## src/rtl/assert_macros.svh

```systemverilog
// assertion macros shared by the scanner rtl
`ifndef ASSERT_MACROS_SVH
`define ASSERT_MACROS_SVH
`ifndef SYNTHESIS
`define CTS_ASSERT(lbl, clk, rst, prop, msg) \
   lbl: assert property (@(posedge clk) disable iff (rst) prop) else $error(msg);
`define CTS_ASSERT_IMPL(lbl, clk, rst, ante, cons, msg) \
   lbl: assert property (@(posedge clk) disable iff (rst) (ante) |-> (cons)) else $error(msg);
`else
`define CTS_ASSERT(lbl, clk, rst, prop, msg)
`define CTS_ASSERT_IMPL(lbl, clk, rst, ante, cons, msg)
`endif
`endif

```

## src/rtl/cts_pkg.sv

```systemverilog
`timescale 1ns / 1ps
package cts_pkg;

   localparam int RESULT_DEPTH = 4;
   localparam int RESULT_PTR_W = 2;
   localparam int RESULT_CNT_W = 3;

   typedef enum logic [3:0] {
      M_IDLE, M_OP, M_DOT1, M_DOT2, M_ZERO, M_HEX0, M_HEX, M_DEC, M_NAME, M_HASH, M_DIR
   } scan_mode_type;

   localparam logic [2:0] E_NONE     = 3'd0;
   localparam logic [2:0] E_BAD_NUM  = 3'd1;
   localparam logic [2:0] E_BAD_NAME = 3'd2;
   localparam logic [2:0] E_BAD_TOK  = 3'd3;
   localparam logic [2:0] E_UNSUP    = 3'd4;

   localparam logic [5:0] K_NONE = 6'd0;
   localparam logic [5:0] K_LPAREN = 6'd0, K_LBRACK = 6'd1, K_LBRACE = 6'd2;
   localparam logic [5:0] K_RPAREN = 6'd3, K_RBRACK = 6'd4, K_RBRACE = 6'd5;
   localparam logic [5:0] K_COMMA = 6'd6, K_PERIOD = 6'd7, K_ELLIPSIS = 6'd8;
   localparam logic [5:0] K_COLON = 6'd9, K_SEMI = 6'd10;
   localparam logic [5:0] K_ADD = 6'd11, K_INC = 6'd12, K_ADD_ASSIGN = 6'd13;
   localparam logic [5:0] K_SUB = 6'd14, K_DEC = 6'd15, K_ARROW = 6'd16;
   localparam logic [5:0] K_SUB_ASSIGN = 6'd17, K_MUL = 6'd18, K_MUL_ASSIGN = 6'd19;
   localparam logic [5:0] K_QUO = 6'd20, K_QUO_ASSIGN = 6'd21;
   localparam logic [5:0] K_REM = 6'd22, K_REM_ASSIGN = 6'd23;
   localparam logic [5:0] K_AND = 6'd24, K_LAND = 6'd25, K_AND_NOT = 6'd26;
   localparam logic [5:0] K_AND_NOT_ASSIGN = 6'd27, K_AND_ASSIGN = 6'd28;
   localparam logic [5:0] K_OR = 6'd29, K_LOR = 6'd30, K_OR_ASSIGN = 6'd31;
   localparam logic [5:0] K_XOR = 6'd32, K_XOR_ASSIGN = 6'd33;
   localparam logic [5:0] K_LSS = 6'd34, K_LEQ = 6'd35, K_SHL = 6'd36;
   localparam logic [5:0] K_SHL_ASSIGN = 6'd37;
   localparam logic [5:0] K_GTR = 6'd38, K_GEQ = 6'd39, K_SHR = 6'd40;
   localparam logic [5:0] K_SHR_ASSIGN = 6'd41;
   localparam logic [5:0] K_ASSIGN = 6'd42, K_EQL = 6'd43, K_NOT = 6'd44, K_NEQ = 6'd45;
   localparam logic [5:0] K_INT = 6'd46, K_IDENT = 6'd47, K_DIRECT = 6'd48, K_END = 6'd49;

   typedef struct packed {
      logic [5:0]  kind;
      logic [63:0] value;
      logic [15:0] line;
      logic [15:0] column;
      logic [2:0]  err;
      logic        last;
   } result_type;

endpackage

```

## src/rtl/cts_result_fifo.sv

```systemverilog
`timescale 1ns / 1ps
`include "assert_macros.svh"
module cts_result_fifo (
   input  logic                 clock,
   input  logic                 reset,
   input  logic [1:0]           push_n,
   input  cts_pkg::result_type  push_a,
   input  cts_pkg::result_type  push_b,
   output logic                 room,
   output logic                 rsp_valid,
   input  logic                 rsp_ready,
   output cts_pkg::result_type  rsp_item
);

   cts_pkg::result_type mem_ff [cts_pkg::RESULT_DEPTH];
   logic [cts_pkg::RESULT_PTR_W-1:0] wr_ff, wr_in, rd_ff, rd_in;
   logic [cts_pkg::RESULT_CNT_W-1:0] count_ff, count_in;
   logic pop;

   assign room      = count_ff <= cts_pkg::RESULT_CNT_W'(cts_pkg::RESULT_DEPTH - 2);
   assign rsp_valid = count_ff != '0;
   assign rsp_item  = mem_ff[rd_ff];
   assign pop       = rsp_valid & rsp_ready;

   always_comb begin
      wr_in    = wr_ff + cts_pkg::RESULT_PTR_W'(push_n);
      rd_in    = rd_ff + cts_pkg::RESULT_PTR_W'(pop);
      count_in = count_ff + cts_pkg::RESULT_CNT_W'(push_n) - cts_pkg::RESULT_CNT_W'(pop);
   end

   always_ff @(posedge clock) begin
      if (reset) begin
         wr_ff    <= '0;
         rd_ff    <= '0;
         count_ff <= '0;
      end else begin
         wr_ff    <= wr_in;
         rd_ff    <= rd_in;
         count_ff <= count_in;
      end
   end

   always_ff @(posedge clock) begin
      if (push_n != 2'd0) begin
         mem_ff[wr_ff] <= push_a;
      end
      if (push_n == 2'd2) begin
         mem_ff[wr_ff + cts_pkg::RESULT_PTR_W'(1)] <= push_b;
      end
   end

   `CTS_ASSERT(a_count_bound, clock, reset, count_ff <= cts_pkg::RESULT_CNT_W'(cts_pkg::RESULT_DEPTH), "result queue overflow")
   `CTS_ASSERT(a_pop_only, clock, reset, (pop && push_n == 2'd0) |=> (count_ff == $past(count_ff) - 1'b1), "pop count slip")
   `CTS_ASSERT(a_push_two, clock, reset, (!pop && push_n == 2'd2) |=> (count_ff == $past(count_ff) + 2'd2), "double push count slip")

endmodule

```

## src/rtl/c_token_scanner_top.sv

```systemverilog
`timescale 1ns / 1ps
`include "assert_macros.svh"
// channel  ports                      dir  payload
// req      req_tvalid/tready/tdata    in   source byte, tlast = end of input
// rsp      rsp_tvalid/tready/tdata    out  token or error, tlast = last for that byte
//
// one byte per cycle while the queue has room: input register, one pass of scan logic, 4-entry result queue
// each byte yields zero to two items; a byte is taken while the queue has room for two
// reset clears scan state, positions to line 1 column 1, and the queue
// a stalled rsp side backs up into req_tready once the queue holds three items
// after an error or the end token every byte is consumed silently until reset
module c_token_scanner_top #(
   parameter int MAX_NAME_LEN  = 64,
   parameter int POSITION_BITS = 16
) (
   input  logic         clock,
   input  logic         reset,
   input  logic         req_tvalid,
   output logic         req_tready,
   input  logic [7:0]   req_tdata,   // char_byte
   input  logic         req_tlast,   // is_end
   output logic         rsp_tvalid,
   input  logic         rsp_tready,
   output logic [111:0] rsp_tdata,   // token_kind, token_value, token_line, token_column, error_code
   output logic         rsp_tlast    // is_last
);

   localparam int NLEN_W = $clog2(MAX_NAME_LEN + 1);
   localparam int POS_W  = POSITION_BITS;
   localparam logic [POS_W-1:0] POS_MAX = '1;

   logic        in_valid_ff, in_end_ff;
   logic [7:0]  in_byte_ff;
   logic        fire, fifo_room;

   cts_pkg::scan_mode_type mode_ff, mode_in;
   logic [5:0]        pend_ff, pend_in;
   logic [63:0]       acc_ff, acc_in;
   logic [NLEN_W-1:0] nlen_ff, nlen_in;
   logic [POS_W-1:0]  sline_ff, sline_in, scol_ff, scol_in;
   logic [POS_W-1:0]  cline_ff, cline_in, ccol_ff, ccol_in;
   logic              halted_ff, halted_in;

   logic [7:0] c;
   logic is_ws, is_dig, is_letter, is_name, num_end, name_end, hex_ok;
   logic [3:0] hex_d;
   logic [6:0] ext, single, opst;

   logic        a_v, go_idle, a_fail;
   logic [5:0]  a_kind;
   logic [63:0] a_val;
   logic [2:0]  a_err;
   cts_pkg::scan_mode_type s_mode, i_mode;
   logic [5:0]        s_pend, i_pend;
   logic [63:0]       s_acc, i_acc;
   logic [NLEN_W-1:0] s_nlen, i_nlen;
   logic        b_v, b_go;
   logic [5:0]  b_kind;
   logic [2:0]  b_err;

   logic [1:0] push_n;
   cts_pkg::result_type ra, rb, push_a, push_b, out_item;

   function automatic logic [15:0] pos_out(input logic [POS_W-1:0] v);
      logic [32:0] w;
      w = 33'(v);
      return (w > 33'd65535) ? 16'hFFFF : w[15:0];
   endfunction

   function automatic logic [6:0] single_kind(input logic [7:0] ch);
      case (ch)
         "(":     return {1'b1, cts_pkg::K_LPAREN};
         "[":     return {1'b1, cts_pkg::K_LBRACK};
         "{":     return {1'b1, cts_pkg::K_LBRACE};
         ")":     return {1'b1, cts_pkg::K_RPAREN};
         "]":     return {1'b1, cts_pkg::K_RBRACK};
         "}":     return {1'b1, cts_pkg::K_RBRACE};
         ",":     return {1'b1, cts_pkg::K_COMMA};
         ":":     return {1'b1, cts_pkg::K_COLON};
         ";":     return {1'b1, cts_pkg::K_SEMI};
         default: return 7'd0;
      endcase
   endfunction

   function automatic logic [6:0] op_start(input logic [7:0] ch);
      case (ch)
         "+":     return {1'b1, cts_pkg::K_ADD};
         "-":     return {1'b1, cts_pkg::K_SUB};
         "*":     return {1'b1, cts_pkg::K_MUL};
         "/":     return {1'b1, cts_pkg::K_QUO};
         "%":     return {1'b1, cts_pkg::K_REM};
         "&":     return {1'b1, cts_pkg::K_AND};
         "|":     return {1'b1, cts_pkg::K_OR};
         "^":     return {1'b1, cts_pkg::K_XOR};
         "<":     return {1'b1, cts_pkg::K_LSS};
         ">":     return {1'b1, cts_pkg::K_GTR};
         "=":     return {1'b1, cts_pkg::K_ASSIGN};
         "!":     return {1'b1, cts_pkg::K_NOT};
         default: return 7'd0;
      endcase
   endfunction

   function automatic logic [6:0] op_extend(input logic [5:0] k, input logic [7:0] ch);
      logic [6:0] r;
      r = 7'd0;
      case (k)
         cts_pkg::K_ADD: begin
            if (ch == "+") r = {1'b1, cts_pkg::K_INC};
            else if (ch == "=") r = {1'b1, cts_pkg::K_ADD_ASSIGN};
         end
         cts_pkg::K_SUB: begin
            if (ch == "-") r = {1'b1, cts_pkg::K_DEC};
            else if (ch == ">") r = {1'b1, cts_pkg::K_ARROW};
            else if (ch == "=") r = {1'b1, cts_pkg::K_SUB_ASSIGN};
         end
         cts_pkg::K_MUL: if (ch == "=") r = {1'b1, cts_pkg::K_MUL_ASSIGN};
         cts_pkg::K_QUO: if (ch == "=") r = {1'b1, cts_pkg::K_QUO_ASSIGN};
         cts_pkg::K_REM: if (ch == "=") r = {1'b1, cts_pkg::K_REM_ASSIGN};
         cts_pkg::K_AND: begin
            if (ch == "&") r = {1'b1, cts_pkg::K_LAND};
            else if (ch == "^") r = {1'b1, cts_pkg::K_AND_NOT};
            else if (ch == "=") r = {1'b1, cts_pkg::K_AND_ASSIGN};
         end
         cts_pkg::K_AND_NOT: if (ch == "=") r = {1'b1, cts_pkg::K_AND_NOT_ASSIGN};
         cts_pkg::K_OR: begin
            if (ch == "|") r = {1'b1, cts_pkg::K_LOR};
            else if (ch == "=") r = {1'b1, cts_pkg::K_OR_ASSIGN};
         end
         cts_pkg::K_XOR: if (ch == "=") r = {1'b1, cts_pkg::K_XOR_ASSIGN};
         cts_pkg::K_LSS: begin
            if (ch == "=") r = {1'b1, cts_pkg::K_LEQ};
            else if (ch == "<") r = {1'b1, cts_pkg::K_SHL};
         end
         cts_pkg::K_SHL: if (ch == "=") r = {1'b1, cts_pkg::K_SHL_ASSIGN};
         cts_pkg::K_GTR: begin
            if (ch == "=") r = {1'b1, cts_pkg::K_GEQ};
            else if (ch == ">") r = {1'b1, cts_pkg::K_SHR};
         end
         cts_pkg::K_SHR: if (ch == "=") r = {1'b1, cts_pkg::K_SHR_ASSIGN};
         cts_pkg::K_ASSIGN: if (ch == "=") r = {1'b1, cts_pkg::K_EQL};
         cts_pkg::K_NOT: if (ch == "=") r = {1'b1, cts_pkg::K_NEQ};
         default: r = 7'd0;
      endcase
      return r;
   endfunction

   // input register
   assign fire       = in_valid_ff & fifo_room;
   assign req_tready = ~in_valid_ff | fire;

   always_ff @(posedge clock) begin
      if (reset) begin
         in_valid_ff <= 1'b0;
      end else if (req_tready) begin
         in_valid_ff <= req_tvalid;
      end
   end

   always_ff @(posedge clock) begin
      if (req_tready && req_tvalid) begin
         in_byte_ff <= req_tdata;
         in_end_ff  <= req_tlast;
      end
   end

   // byte classes
   assign c = in_byte_ff;

   always_comb begin
      is_ws     = c inside {8'h20, 8'h0A, 8'h09, 8'h0B, 8'h0C, 8'h0D};
      is_dig    = c inside {[8'h30:8'h39]};
      is_letter = c inside {[8'h41:8'h5A], [8'h61:8'h7A]};
      is_name   = is_letter | is_dig | (c == "_");
      num_end   = is_ws | (c inside {";", ")", "]", "}"});
      name_end  = is_ws | (c inside {";", "(", "[", "{"});
      hex_ok    = 1'b1;
      hex_d     = c[3:0];
      if (is_dig) begin
         hex_d = c[3:0];
      end else if (c inside {[8'h41:8'h46], [8'h61:8'h66]}) begin
         hex_d = c[3:0] + 4'd9;
      end else begin
         hex_ok = 1'b0;
      end
      ext    = op_extend(pend_ff, c);
      single = single_kind(c);
      opst   = op_start(c);
   end

   // pending token against this byte
   always_comb begin
      a_v     = 1'b0;
      a_kind  = cts_pkg::K_NONE;
      a_val   = '0;
      a_err   = cts_pkg::E_NONE;
      go_idle = 1'b0;
      s_mode  = mode_ff;
      s_pend  = pend_ff;
      s_acc   = acc_ff;
      s_nlen  = nlen_ff;
      if (in_end_ff) begin
         case (mode_ff)
            cts_pkg::M_OP: begin
               a_v = 1'b1; a_kind = pend_ff;
            end
            cts_pkg::M_DOT1: begin
               a_v = 1'b1; a_kind = cts_pkg::K_PERIOD;
            end
            cts_pkg::M_DOT2: begin
               a_v = 1'b1; a_err = cts_pkg::E_BAD_TOK;
            end
            cts_pkg::M_ZERO: begin
               a_v = 1'b1; a_err = cts_pkg::E_UNSUP;
            end
            cts_pkg::M_HEX0, cts_pkg::M_HEX, cts_pkg::M_DEC: begin
               a_v = 1'b1; a_err = cts_pkg::E_BAD_NUM;
            end
            cts_pkg::M_NAME: begin
               a_v = 1'b1; a_kind = cts_pkg::K_IDENT; a_val = 64'(nlen_ff);
            end
            cts_pkg::M_DIR: begin
               a_v = 1'b1; a_kind = cts_pkg::K_DIRECT; a_val = 64'(nlen_ff);
            end
            cts_pkg::M_HASH: begin
               a_v = 1'b1; a_err = cts_pkg::E_BAD_NAME;
            end
            default: ;
         endcase
      end else begin
         case (mode_ff)
            cts_pkg::M_OP: begin
               if (pend_ff == cts_pkg::K_QUO && (c == "/" || c == "*")) begin
                  a_v = 1'b1; a_err = cts_pkg::E_UNSUP;
               end else if (!ext[6]) begin
                  a_v = 1'b1; a_kind = pend_ff; go_idle = 1'b1;
               end else if (ext[5:0] inside {cts_pkg::K_AND_NOT, cts_pkg::K_SHL,
                                              cts_pkg::K_SHR}) begin
                  s_pend = ext[5:0];
               end else begin
                  a_v = 1'b1; a_kind = ext[5:0]; s_mode = cts_pkg::M_IDLE;
               end
            end
            cts_pkg::M_DOT1: begin
               if (c == ".") begin
                  s_mode = cts_pkg::M_DOT2;
               end else begin
                  a_v = 1'b1; a_kind = cts_pkg::K_PERIOD; go_idle = 1'b1;
               end
            end
            cts_pkg::M_DOT2: begin
               a_v = 1'b1;
               if (c == ".") begin
                  a_kind = cts_pkg::K_ELLIPSIS; s_mode = cts_pkg::M_IDLE;
               end else begin
                  a_err = cts_pkg::E_BAD_TOK;
               end
            end
            cts_pkg::M_ZERO: begin
               if (num_end) begin
                  a_v = 1'b1; a_kind = cts_pkg::K_INT; go_idle = 1'b1;
               end else if (c == "x" || c == "X") begin
                  s_mode = cts_pkg::M_HEX0;
               end else begin
                  a_v = 1'b1; a_err = cts_pkg::E_UNSUP;
               end
            end
            cts_pkg::M_HEX0: begin
               if (hex_ok) begin
                  s_acc = {60'd0, hex_d}; s_mode = cts_pkg::M_HEX;
               end else begin
                  a_v = 1'b1; a_err = cts_pkg::E_BAD_NUM;
               end
            end
            cts_pkg::M_HEX: begin
               if (hex_ok) begin
                  s_acc = {acc_ff[59:0], hex_d};
               end else if (num_end) begin
                  a_v = 1'b1; a_kind = cts_pkg::K_INT; a_val = acc_ff; go_idle = 1'b1;
               end else begin
                  a_v = 1'b1; a_err = cts_pkg::E_BAD_NUM;
               end
            end
            cts_pkg::M_DEC: begin
               if (is_dig) begin
                  s_acc = {acc_ff[60:0], 3'd0} + {acc_ff[62:0], 1'b0} + {60'd0, c[3:0]};
               end else if (num_end) begin
                  a_v = 1'b1; a_kind = cts_pkg::K_INT; a_val = acc_ff; go_idle = 1'b1;
               end else begin
                  a_v = 1'b1; a_err = cts_pkg::E_BAD_NUM;
               end
            end
            cts_pkg::M_NAME, cts_pkg::M_DIR: begin
               if (is_name) begin
                  if (nlen_ff >= NLEN_W'(MAX_NAME_LEN)) begin
                     a_v = 1'b1; a_err = cts_pkg::E_BAD_NAME;
                  end else begin
                     s_nlen = nlen_ff + NLEN_W'(1);
                  end
               end else if (name_end) begin
                  a_v     = 1'b1;
                  a_kind  = (mode_ff == cts_pkg::M_NAME) ? cts_pkg::K_IDENT : cts_pkg::K_DIRECT;
                  a_val   = 64'(nlen_ff);
                  go_idle = 1'b1;
               end else begin
                  a_v = 1'b1; a_err = cts_pkg::E_BAD_NAME;
               end
            end
            cts_pkg::M_HASH: begin
               if (is_letter || c == "_") begin
                  s_nlen = NLEN_W'(1); s_mode = cts_pkg::M_DIR;
               end else begin
                  a_v = 1'b1; a_err = cts_pkg::E_BAD_NAME;
               end
            end
            default: go_idle = 1'b1;
         endcase
      end
      a_fail = a_err != cts_pkg::E_NONE;
   end

   // byte seen between tokens
   always_comb begin
      b_v    = 1'b0;
      b_kind = cts_pkg::K_NONE;
      b_err  = cts_pkg::E_NONE;
      i_mode = cts_pkg::M_IDLE;
      i_pend = pend_ff;
      i_acc  = acc_ff;
      i_nlen = nlen_ff;
      if (is_ws) begin
         i_mode = cts_pkg::M_IDLE;
      end else if (c == ".") begin
         i_mode = cts_pkg::M_DOT1;
      end else if (single[6]) begin
         b_v = 1'b1; b_kind = single[5:0];
      end else if (opst[6]) begin
         i_pend = opst[5:0]; i_mode = cts_pkg::M_OP;
      end else if (c == "#") begin
         i_mode = cts_pkg::M_HASH;
      end else if (c == 8'h22 || c == 8'h27) begin
         b_v = 1'b1; b_err = cts_pkg::E_UNSUP;
      end else if (c == "0") begin
         i_mode = cts_pkg::M_ZERO;
      end else if (is_dig) begin
         i_acc = {60'd0, c[3:0]}; i_mode = cts_pkg::M_DEC;
      end else if (is_letter || c == "_") begin
         i_nlen = NLEN_W'(1); i_mode = cts_pkg::M_NAME;
      end else begin
         b_v = 1'b1; b_err = cts_pkg::E_BAD_NAME;
      end
   end

   // next state
   always_comb begin
      mode_in   = mode_ff;
      pend_in   = pend_ff;
      acc_in    = acc_ff;
      nlen_in   = nlen_ff;
      sline_in  = sline_ff;
      scol_in   = scol_ff;
      cline_in  = cline_ff;
      ccol_in   = ccol_ff;
      halted_in = halted_ff;
      if (fire && !halted_ff) begin
         if (in_end_ff) begin
            halted_in = 1'b1;
            mode_in   = cts_pkg::M_IDLE;
         end else begin
            if (a_fail) begin
               halted_in = 1'b1;
               mode_in   = cts_pkg::M_IDLE;
            end else if (go_idle) begin
               mode_in  = i_mode;
               pend_in  = i_pend;
               acc_in   = i_acc;
               nlen_in  = i_nlen;
               sline_in = cline_ff;
               scol_in  = ccol_ff;
               if (b_v && b_err != cts_pkg::E_NONE) begin
                  halted_in = 1'b1;
                  mode_in   = cts_pkg::M_IDLE;
               end
            end else begin
               mode_in = s_mode;
               pend_in = s_pend;
               acc_in  = s_acc;
               nlen_in = s_nlen;
            end
            if (c == 8'h0A) begin
               if (cline_ff != POS_MAX) cline_in = cline_ff + POS_W'(1);
               ccol_in = POS_W'(1);
            end else if (ccol_ff != POS_MAX) begin
               ccol_in = ccol_ff + POS_W'(1);
            end
         end
      end
   end

   always_ff @(posedge clock) begin
      if (reset) begin
         mode_ff   <= cts_pkg::M_IDLE;
         pend_ff   <= '0;
         acc_ff    <= '0;
         nlen_ff   <= '0;
         sline_ff  <= POS_W'(1);
         scol_ff   <= POS_W'(1);
         cline_ff  <= POS_W'(1);
         ccol_ff   <= POS_W'(1);
         halted_ff <= 1'b0;
      end else begin
         mode_ff   <= mode_in;
         pend_ff   <= pend_in;
         acc_ff    <= acc_in;
         nlen_ff   <= nlen_in;
         sline_ff  <= sline_in;
         scol_ff   <= scol_in;
         cline_ff  <= cline_in;
         ccol_ff   <= ccol_in;
         halted_ff <= halted_in;
      end
   end

   // result items
   always_comb begin
      ra.kind   = a_kind;
      ra.value  = a_val;
      ra.line   = pos_out(sline_ff);
      ra.column = pos_out(scol_ff);
      ra.err    = a_err;
      ra.last   = 1'b0;
      rb.value  = '0;
      rb.line   = pos_out(cline_ff);
      rb.column = pos_out(ccol_ff);
      rb.last   = 1'b0;
      if (in_end_ff) begin
         rb.kind = cts_pkg::K_END;
         rb.err  = cts_pkg::E_NONE;
         b_go    = ~a_fail;
      end else begin
         rb.kind = b_kind;
         rb.err  = b_err;
         b_go    = go_idle & b_v;
      end
      push_n = 2'd0;
      if (fire && !halted_ff) begin
         push_n = 2'(a_v) + 2'(b_go);
      end
      push_a = a_v ? ra : rb;
      push_b = rb;
      push_a.last = (push_n == 2'd1);
      push_b.last = 1'b1;
   end

   cts_result_fifo u_result_fifo (
      .clock     (clock),
      .reset     (reset),
      .push_n    (push_n),
      .push_a    (push_a),
      .push_b    (push_b),
      .room      (fifo_room),
      .rsp_valid (rsp_tvalid),
      .rsp_ready (rsp_tready),
      .rsp_item  (out_item)
   );

   assign rsp_tdata = {7'd0, out_item.err, out_item.column, out_item.line,
                       out_item.value, out_item.kind};
   assign rsp_tlast = out_item.last;

   `CTS_ASSERT_IMPL(a_halt_silent, clock, reset, fire && halted_ff, push_n == 2'd0, "item after halt produced a result")
   `CTS_ASSERT(a_end_halts, clock, reset, (fire && !halted_ff && in_end_ff) |=> halted_ff, "end mark did not halt")
   `CTS_ASSERT_IMPL(a_push_room, clock, reset, push_n != 2'd0, fifo_room, "push without queue room")
   `CTS_ASSERT_IMPL(a_end_gives, clock, reset, fire && !halted_ff && in_end_ff, push_n != 2'd0, "end mark gave no result")

endmodule
```

## config.mk

```make
export PLATFORM = sky130hd
export DESIGN_NAME = c_token_scanner_top
export DESIGN_NICKNAME = d
export VERILOG_FILES = /design/src/rtl/cts_pkg.sv /design/src/rtl/cts_result_fifo.sv /design/src/rtl/c_token_scanner_top.sv
export VERILOG_INCLUDE_DIRS = /design/src /design/src/rtl
export SDC_FILE = /design/constraint.sdc
export NUM_CORES = 2
export LEC_CHECK = 0
export ABC_CLOCK_PERIOD_IN_PS = 9700
export BUFFER_PORTS_ARGS = -buffer_cell sky130_fd_sc_hd__buf_4
export CAP_MARGIN = 30
export CORE_MARGIN = 8
export CORE_UTILIZATION = 38
export DETAILED_ROUTE_END_ITERATION = 8
export HOLD_SLACK_MARGIN = 0.12
export PLACE_DENSITY = 0.52
export SLEW_MARGIN = 40
export SYNTH_ARGS = -nofsm -noshare
export SYNTH_HDL_FRONTEND = slang
export SYNTH_SLANG_ARGS = --single-unit
```

## constraint.sdc

```tcl
create_clock -name clock -period 9.7 [get_ports clock]
set_input_delay 1.94 -clock clock [delete_from_list [all_inputs] [get_ports clock]]
set_output_delay 1.94 -clock clock [all_outputs]
set_load 0.005 [all_outputs]
```

Word level (Yosys, flattened, before mapping). Memories as Yosys holds them, arrays and structs flattened. A register that Yosys moved wholly into a read port is not among the register bits. Cells that the tools add are included.

Register bits after elaboration: 163. Bits in latches: 0. RAM bits: 424. Bits in read-only memories: 0. Input bits: 13. Output and inout bits: 115. Logic and storage cells: 370. Memories kept: 1.

$add $sub $neg: 12. Multipliers: 0. Divide/modulo/power cells: 0. Magnitude comparators: 10. Equality and inequality tests: 92. Shift operators: 0. Mux-type cells: 183. Bitwise logic cells: 11. Reductions and logical operators: 46.

Memory list: u_result_fifo.mem_ff (depth 4, bits a word 106, rd ports 1, clocked after Yosys merged registers in 1, write ports 2, RTL line cts_result_fifo.sv:15) `cts_pkg::result_type mem_ff [cts_pkg::RESULT_DEPTH];`.

Operator list (count): two-way mux 64 bit (16); one-hot mux 64 bit (3 select lines) (2); two-way mux 7 bit (38); == test 8 x 6 -> 1 bit (second input constant) (21); two-way mux 6 bit (22); two-way mux 106 bit (1); one-hot mux 7 bit (15 select lines) (1); two-way mux 4 bit (25); one-hot mux 7 bit (12 select lines) (1); == test 8 x 7 -> 1 bit (second input constant) (9); adder 64 x 4 -> 64 bit (1); adder 64 bit (1); one-hot mux 7 bit (9 select lines) (1); == test 6 bit (second input constant) (9); two-way mux 3 bit (16); inequality test 5 bit (second input constant) (9); two-way mux 1 bit (43); == test 6 x 5 -> 1 bit (second input constant) (7); one-hot mux 6 bit (7 select lines) (1); == test 8 x 4 -> 1 bit (second input constant) (5); adder 16 x 1 -> 16 bit (second input constant) (2); less-or-equal comparator 8 x 7 -> 1 bit (second input constant) (4); two-way mux 16 bit (2); inequality test 16 bit (second input constant) (2); other kinds (51) (115).

Depth between registers and ports, before layout.
Word-level depth: 20. Depth in mapped cells: 21. Mapped depth without buffers: 19.

Hierarchy. A second synthesis with hierarchy kept.

Cells, all modules: 2960. Area total of the unflattened synthesis: 34954.8 um2.

By module, submodules not included: cts_result_fifo (times used 1, cells each 1071, area each 20753.7 um2, sequential area each 12872.3 um2); c_token_scanner_top (times used 1, cells each 1889, area each 14201.1 um2, sequential area each 3213.1 um2).

Least setup slack after synthesis. No wires, ideal clock.

Path kind: register -> register. Start point: register in_byte_ff[1] (netlist: c[1]). End point: memory u_result_fifo.mem_ff[1][100] (netlist bit), enable pin. Setup time: 0.395 ns. Arrival time: 5.246 ns. Required time: 9.305 ns. Slack: 4.059 ns. Stages on the path, launching flop included: 20. Buffers on the path: 3. Period minus slack after synthesis: 5.641 ns. Path through: edfxtp_1 -> inv_1 -> ha_1 -> or3b_1 -> o31ai_4 -> nor2_1 -> o41ai_1 -> o21ai_1 -> o211ai_4 -> nand2_1 -> clkbuf_1 -> o32ai_1 -> ha_1 -> nand2_1 -> or2_2 -> clkbuf_1 -> nor3_1 -> nor2_1 -> clkbuf_1 -> inv_1.

RTL lines: from (decl) (RTL line c_token_scanner_top.sv:33) `logic [7:0] in_byte_ff;`; from (signal assigned) (RTL line c_token_scanner_top.sv:161) `in_byte_ff <= req_tdata;`; to (decl) (RTL line cts_result_fifo.sv:15).

==> impl_metrics.ini <==
[status]
status = finished, final reports clean

[timing]
slew_viol_final = 0
tightest_slew_ns = 0.843
setup_violations = 0
maxSlewHeadroom = 0.434
period_share = 0.665
fin_crit_ns = 6.45
timing.setup.tns_ns = 0
timing.fmax_mhz = 155
finClkSkew_ns = 0.0226
hold_viol = 0
rsz0062_at_grt = false

[finish]
final_common_cell = dfxtp_1
num_antenna_cells = 0
final_layout_size_suffix_gt1_frac = 0.158
layout_common_cells = dfxtp_1, a32o_1, nand2_1, nor2_1, edfxtp_1
final_cells = 4012
area_growth_pct = 12.9
final_nets = 3051

[die]
die_w_um = 301
core_area_mm2 = 0.0805
start_util = 0.384
die_area_mm2 = 0.0907
die_h_um = 301
num_io_pins = 128
num_rows = 104

[pwr]
internal_power_uw = 4470
power_frac_seq = 0.437
power_density_mw_per_mm2 = 173
clockPowerShare = 0.433
p_switching_uw = 1580
p_leak_uw = 0.0124
vdd_ir_drop_max_mv = 0.120
sw_frac_of_total = 0.261
combPwrFrac = 0.130

[detailed_routing]
avgRoutedWirePerCell_um = 24.1
ant_nets = 0
drt_wl_total_um = 96500
viasPerCell = 6.15
wl_met1_um = 41600
routed.top_layer = met4
dr_wl_met3_um = 4880
dr_total_vias = 24700
drtIter0Drc = 2054
drc_errors = 0
wl_met2_um = 47700
firstDrtPassIters = 7

[logic_synthesis]
yosysWarnings = 0
synth_seq_cells = 587
yosysSeqAreaShare = 0.435
yosysUniqueCellTypes = 111
syn_inst = 2908
synth_top_cell_by_area = dfxtp_1
syn_area_mm2 = 0.0309
yosys.area.top_type_share = 0.271
synth_area_per_cell_um2 = 10.6
synthTopCellsByArea = dfxtp_1, edfxtp_1, mux4_2
synthArstFlopShare = 0
synth-edff-count = 169
synth_ff_type = dfxtp_1

[worst_setup_path]
path_buf_inv = 2
crit_fanout = 47
start_kind = register
setup.worst_path.class = register to register
critPathLaunch = c[1]
crit-reg2reg-launch = c[1]
crit_family = compound AO/OA/AOI/OAI gates
crit_required_ns = 10.23
crit_path_top_delay_cell = buf_4
crit_arrival_ns = 6.98
cpPeakStageDelay_ns = 0.73
cp-end-kind = register
cp_cell_sequence = inv_1, ha_1, nor4_1, o41ai_2, a22oi_1, o41ai_1, o21ai_1, o211ai_4, nand2_2, o32ai_1, ha_1, o21ai_1, nor2_4, nor2_4, buf_4, a32o_1

[placed_design]
dp_cells = 3886
gp_congestion = 0.899
port_buffers = 120
post-dp-hpwl_um = 62500

[clock_network]
clk_pin_slew_worst_paths_ns = 0.06
cts_sinks = 587
cts_buffers = 69
ctsHoldBuffers = 0
cts_resized = 0
postCtsSetupBuffers = 0
cts_tree = done
clockRootBuffer = clkbuf_16
cts-htree-levels = 3
clk_latency_ns = 0.61
clockBufferDepth = 3

[flow_run]
drv_cap = 0

[global_route]
grt_start_max_net_pins = 125
grt_pass1_vias = 24900
antenna_found_initial = 0
grt_pass1_wl_um = 149000
overflow = 0
grt_usage = 0.206

[worst_hold_path]
min_from = u_result_fifo.mem_ff[1][59]
hp-class = register to register
[sequential cells by signal, summed over array words and instances (netlist names)]
signal,count
acc_ff,64
c,8
ccol_ff,16
cline_ff,16
halted_ff,1
in_end_ff,1
in_valid_ff,1
mode_ff,4
nlen_ff,7
pend_ff,6
scol_ff,16
sline_ff,16
u_result_fifo.count_ff,3
u_result_fifo.mem_ff,424
u_result_fifo.rd_ff,2
u_result_fifo.wr_ff,2
[Yosys cell counts (all sizes together), types with 14 or more instances]
| master | number |
|---|---|
| a211oi | 14 |
| a21o | 43 |
| a21oi | 128 |
| a22o | 156 |
| a22oi | 48 |
| a31oi | 17 |
| a32o | 229 |
| and3 | 15 |
| buf | 90 |
| clkbuf | 166 |
| dfxtp | 418 |
| edfxtp | 169 |
| ha | 137 |
| inv | 46 |
| mux2i | 40 |
| mux4 | 106 |
| nand2 | 201 |
| nand2b | 32 |
| nand3 | 46 |
| nand4 | 29 |
| nor2 | 207 |
| nor2b | 19 |
| nor3 | 43 |
| o211ai | 21 |
| o21ai | 145 |
| o22ai | 26 |
| or2 | 15 |
| or3 | 22 |
| xnor2 | 48 |
| xor2 | 41 |
[layer usage]
layer / track usage / up-vias
met2: 0.357 / 769
met3: 0.0245 / 148
li1: - / 11300
met4: 0.0611 / 0
met5: 0 / -
met1: 0.267 / 12400
[through the flow]
stage          power, uW  hold slack, ns  area (um2)  setup slack, ns  utilization
6_report            6050           0.459       34900             3.25        0.433
5_1_grt             6280           0.472       34900             2.93        0.433
4_1_cts             6130           0.462       34900             3.01        0.433
3_5_place_dp        3500           0.448       32600             3.09        0.405
3_3_place_gp        3490           0.440       32500             3.15        0.403
2_1_floorplan       3160           0.431       30900             4.06            -
[power groups by stage]
stage | combinational, uW | sequential (uW) | clock (uW)
finish | 788 | 2640 | 2620
global route | 847 | 2650 | 2780
CTS | 802 | 2650 | 2680
detailed placement | 799 | 2700 | 0
global placement | 796 | 2700 | 0
floorplan | 526 | 2640 | 0
[path summary, 6_finish.rpt]
path	endpoint	slack, ns	cells past startpoint
worst max-delay path	u_result_fifo.mem_ff[2][86]	3.25	16
worst min-delay path	u_result_fifo.mem_ff[1][59]	0.46	1
worst max register to register	u_result_fifo.mem_ff[2][86]	3.25	16
worst min register to register	u_result_fifo.mem_ff[1][59]	0.46	1
[kinds of logic (layout without fill, tap and decap cells)]
| group | after synthesis | after routing | synth area share |
|---|---|---|---|
| xor+xnor | 89 | 89 | 0.0252 |
| buf+inv | 303 | 341 | 0.0421 |
| other cells | 1 | 7 | 0.000121 |
| mux | 147 | 147 | 0.0906 |
| simple gates | 698 | 698 | 0.110 |
| compound gates | 943 | 943 | 0.239 |
| flops | 587 | 587 | 0.435 |
| fa+ha+maj | 140 | 140 | 0.0574 |
[layout make-up]
cell class | instances | area [um2]
Clock buffer | 98 | 1970
Clock inverter | 27 | 330
Fill cell | 7591 | 45700
Inverter | 47 | 184
Multi-Input combinational cell | 2024 | 16300
Sequential cell | 587 | 13500
Tap cell | 1060 | 1330
Timing Repair Buffer | 169 | 1350
Note: power is estimated with default switching activity, not from simulation.
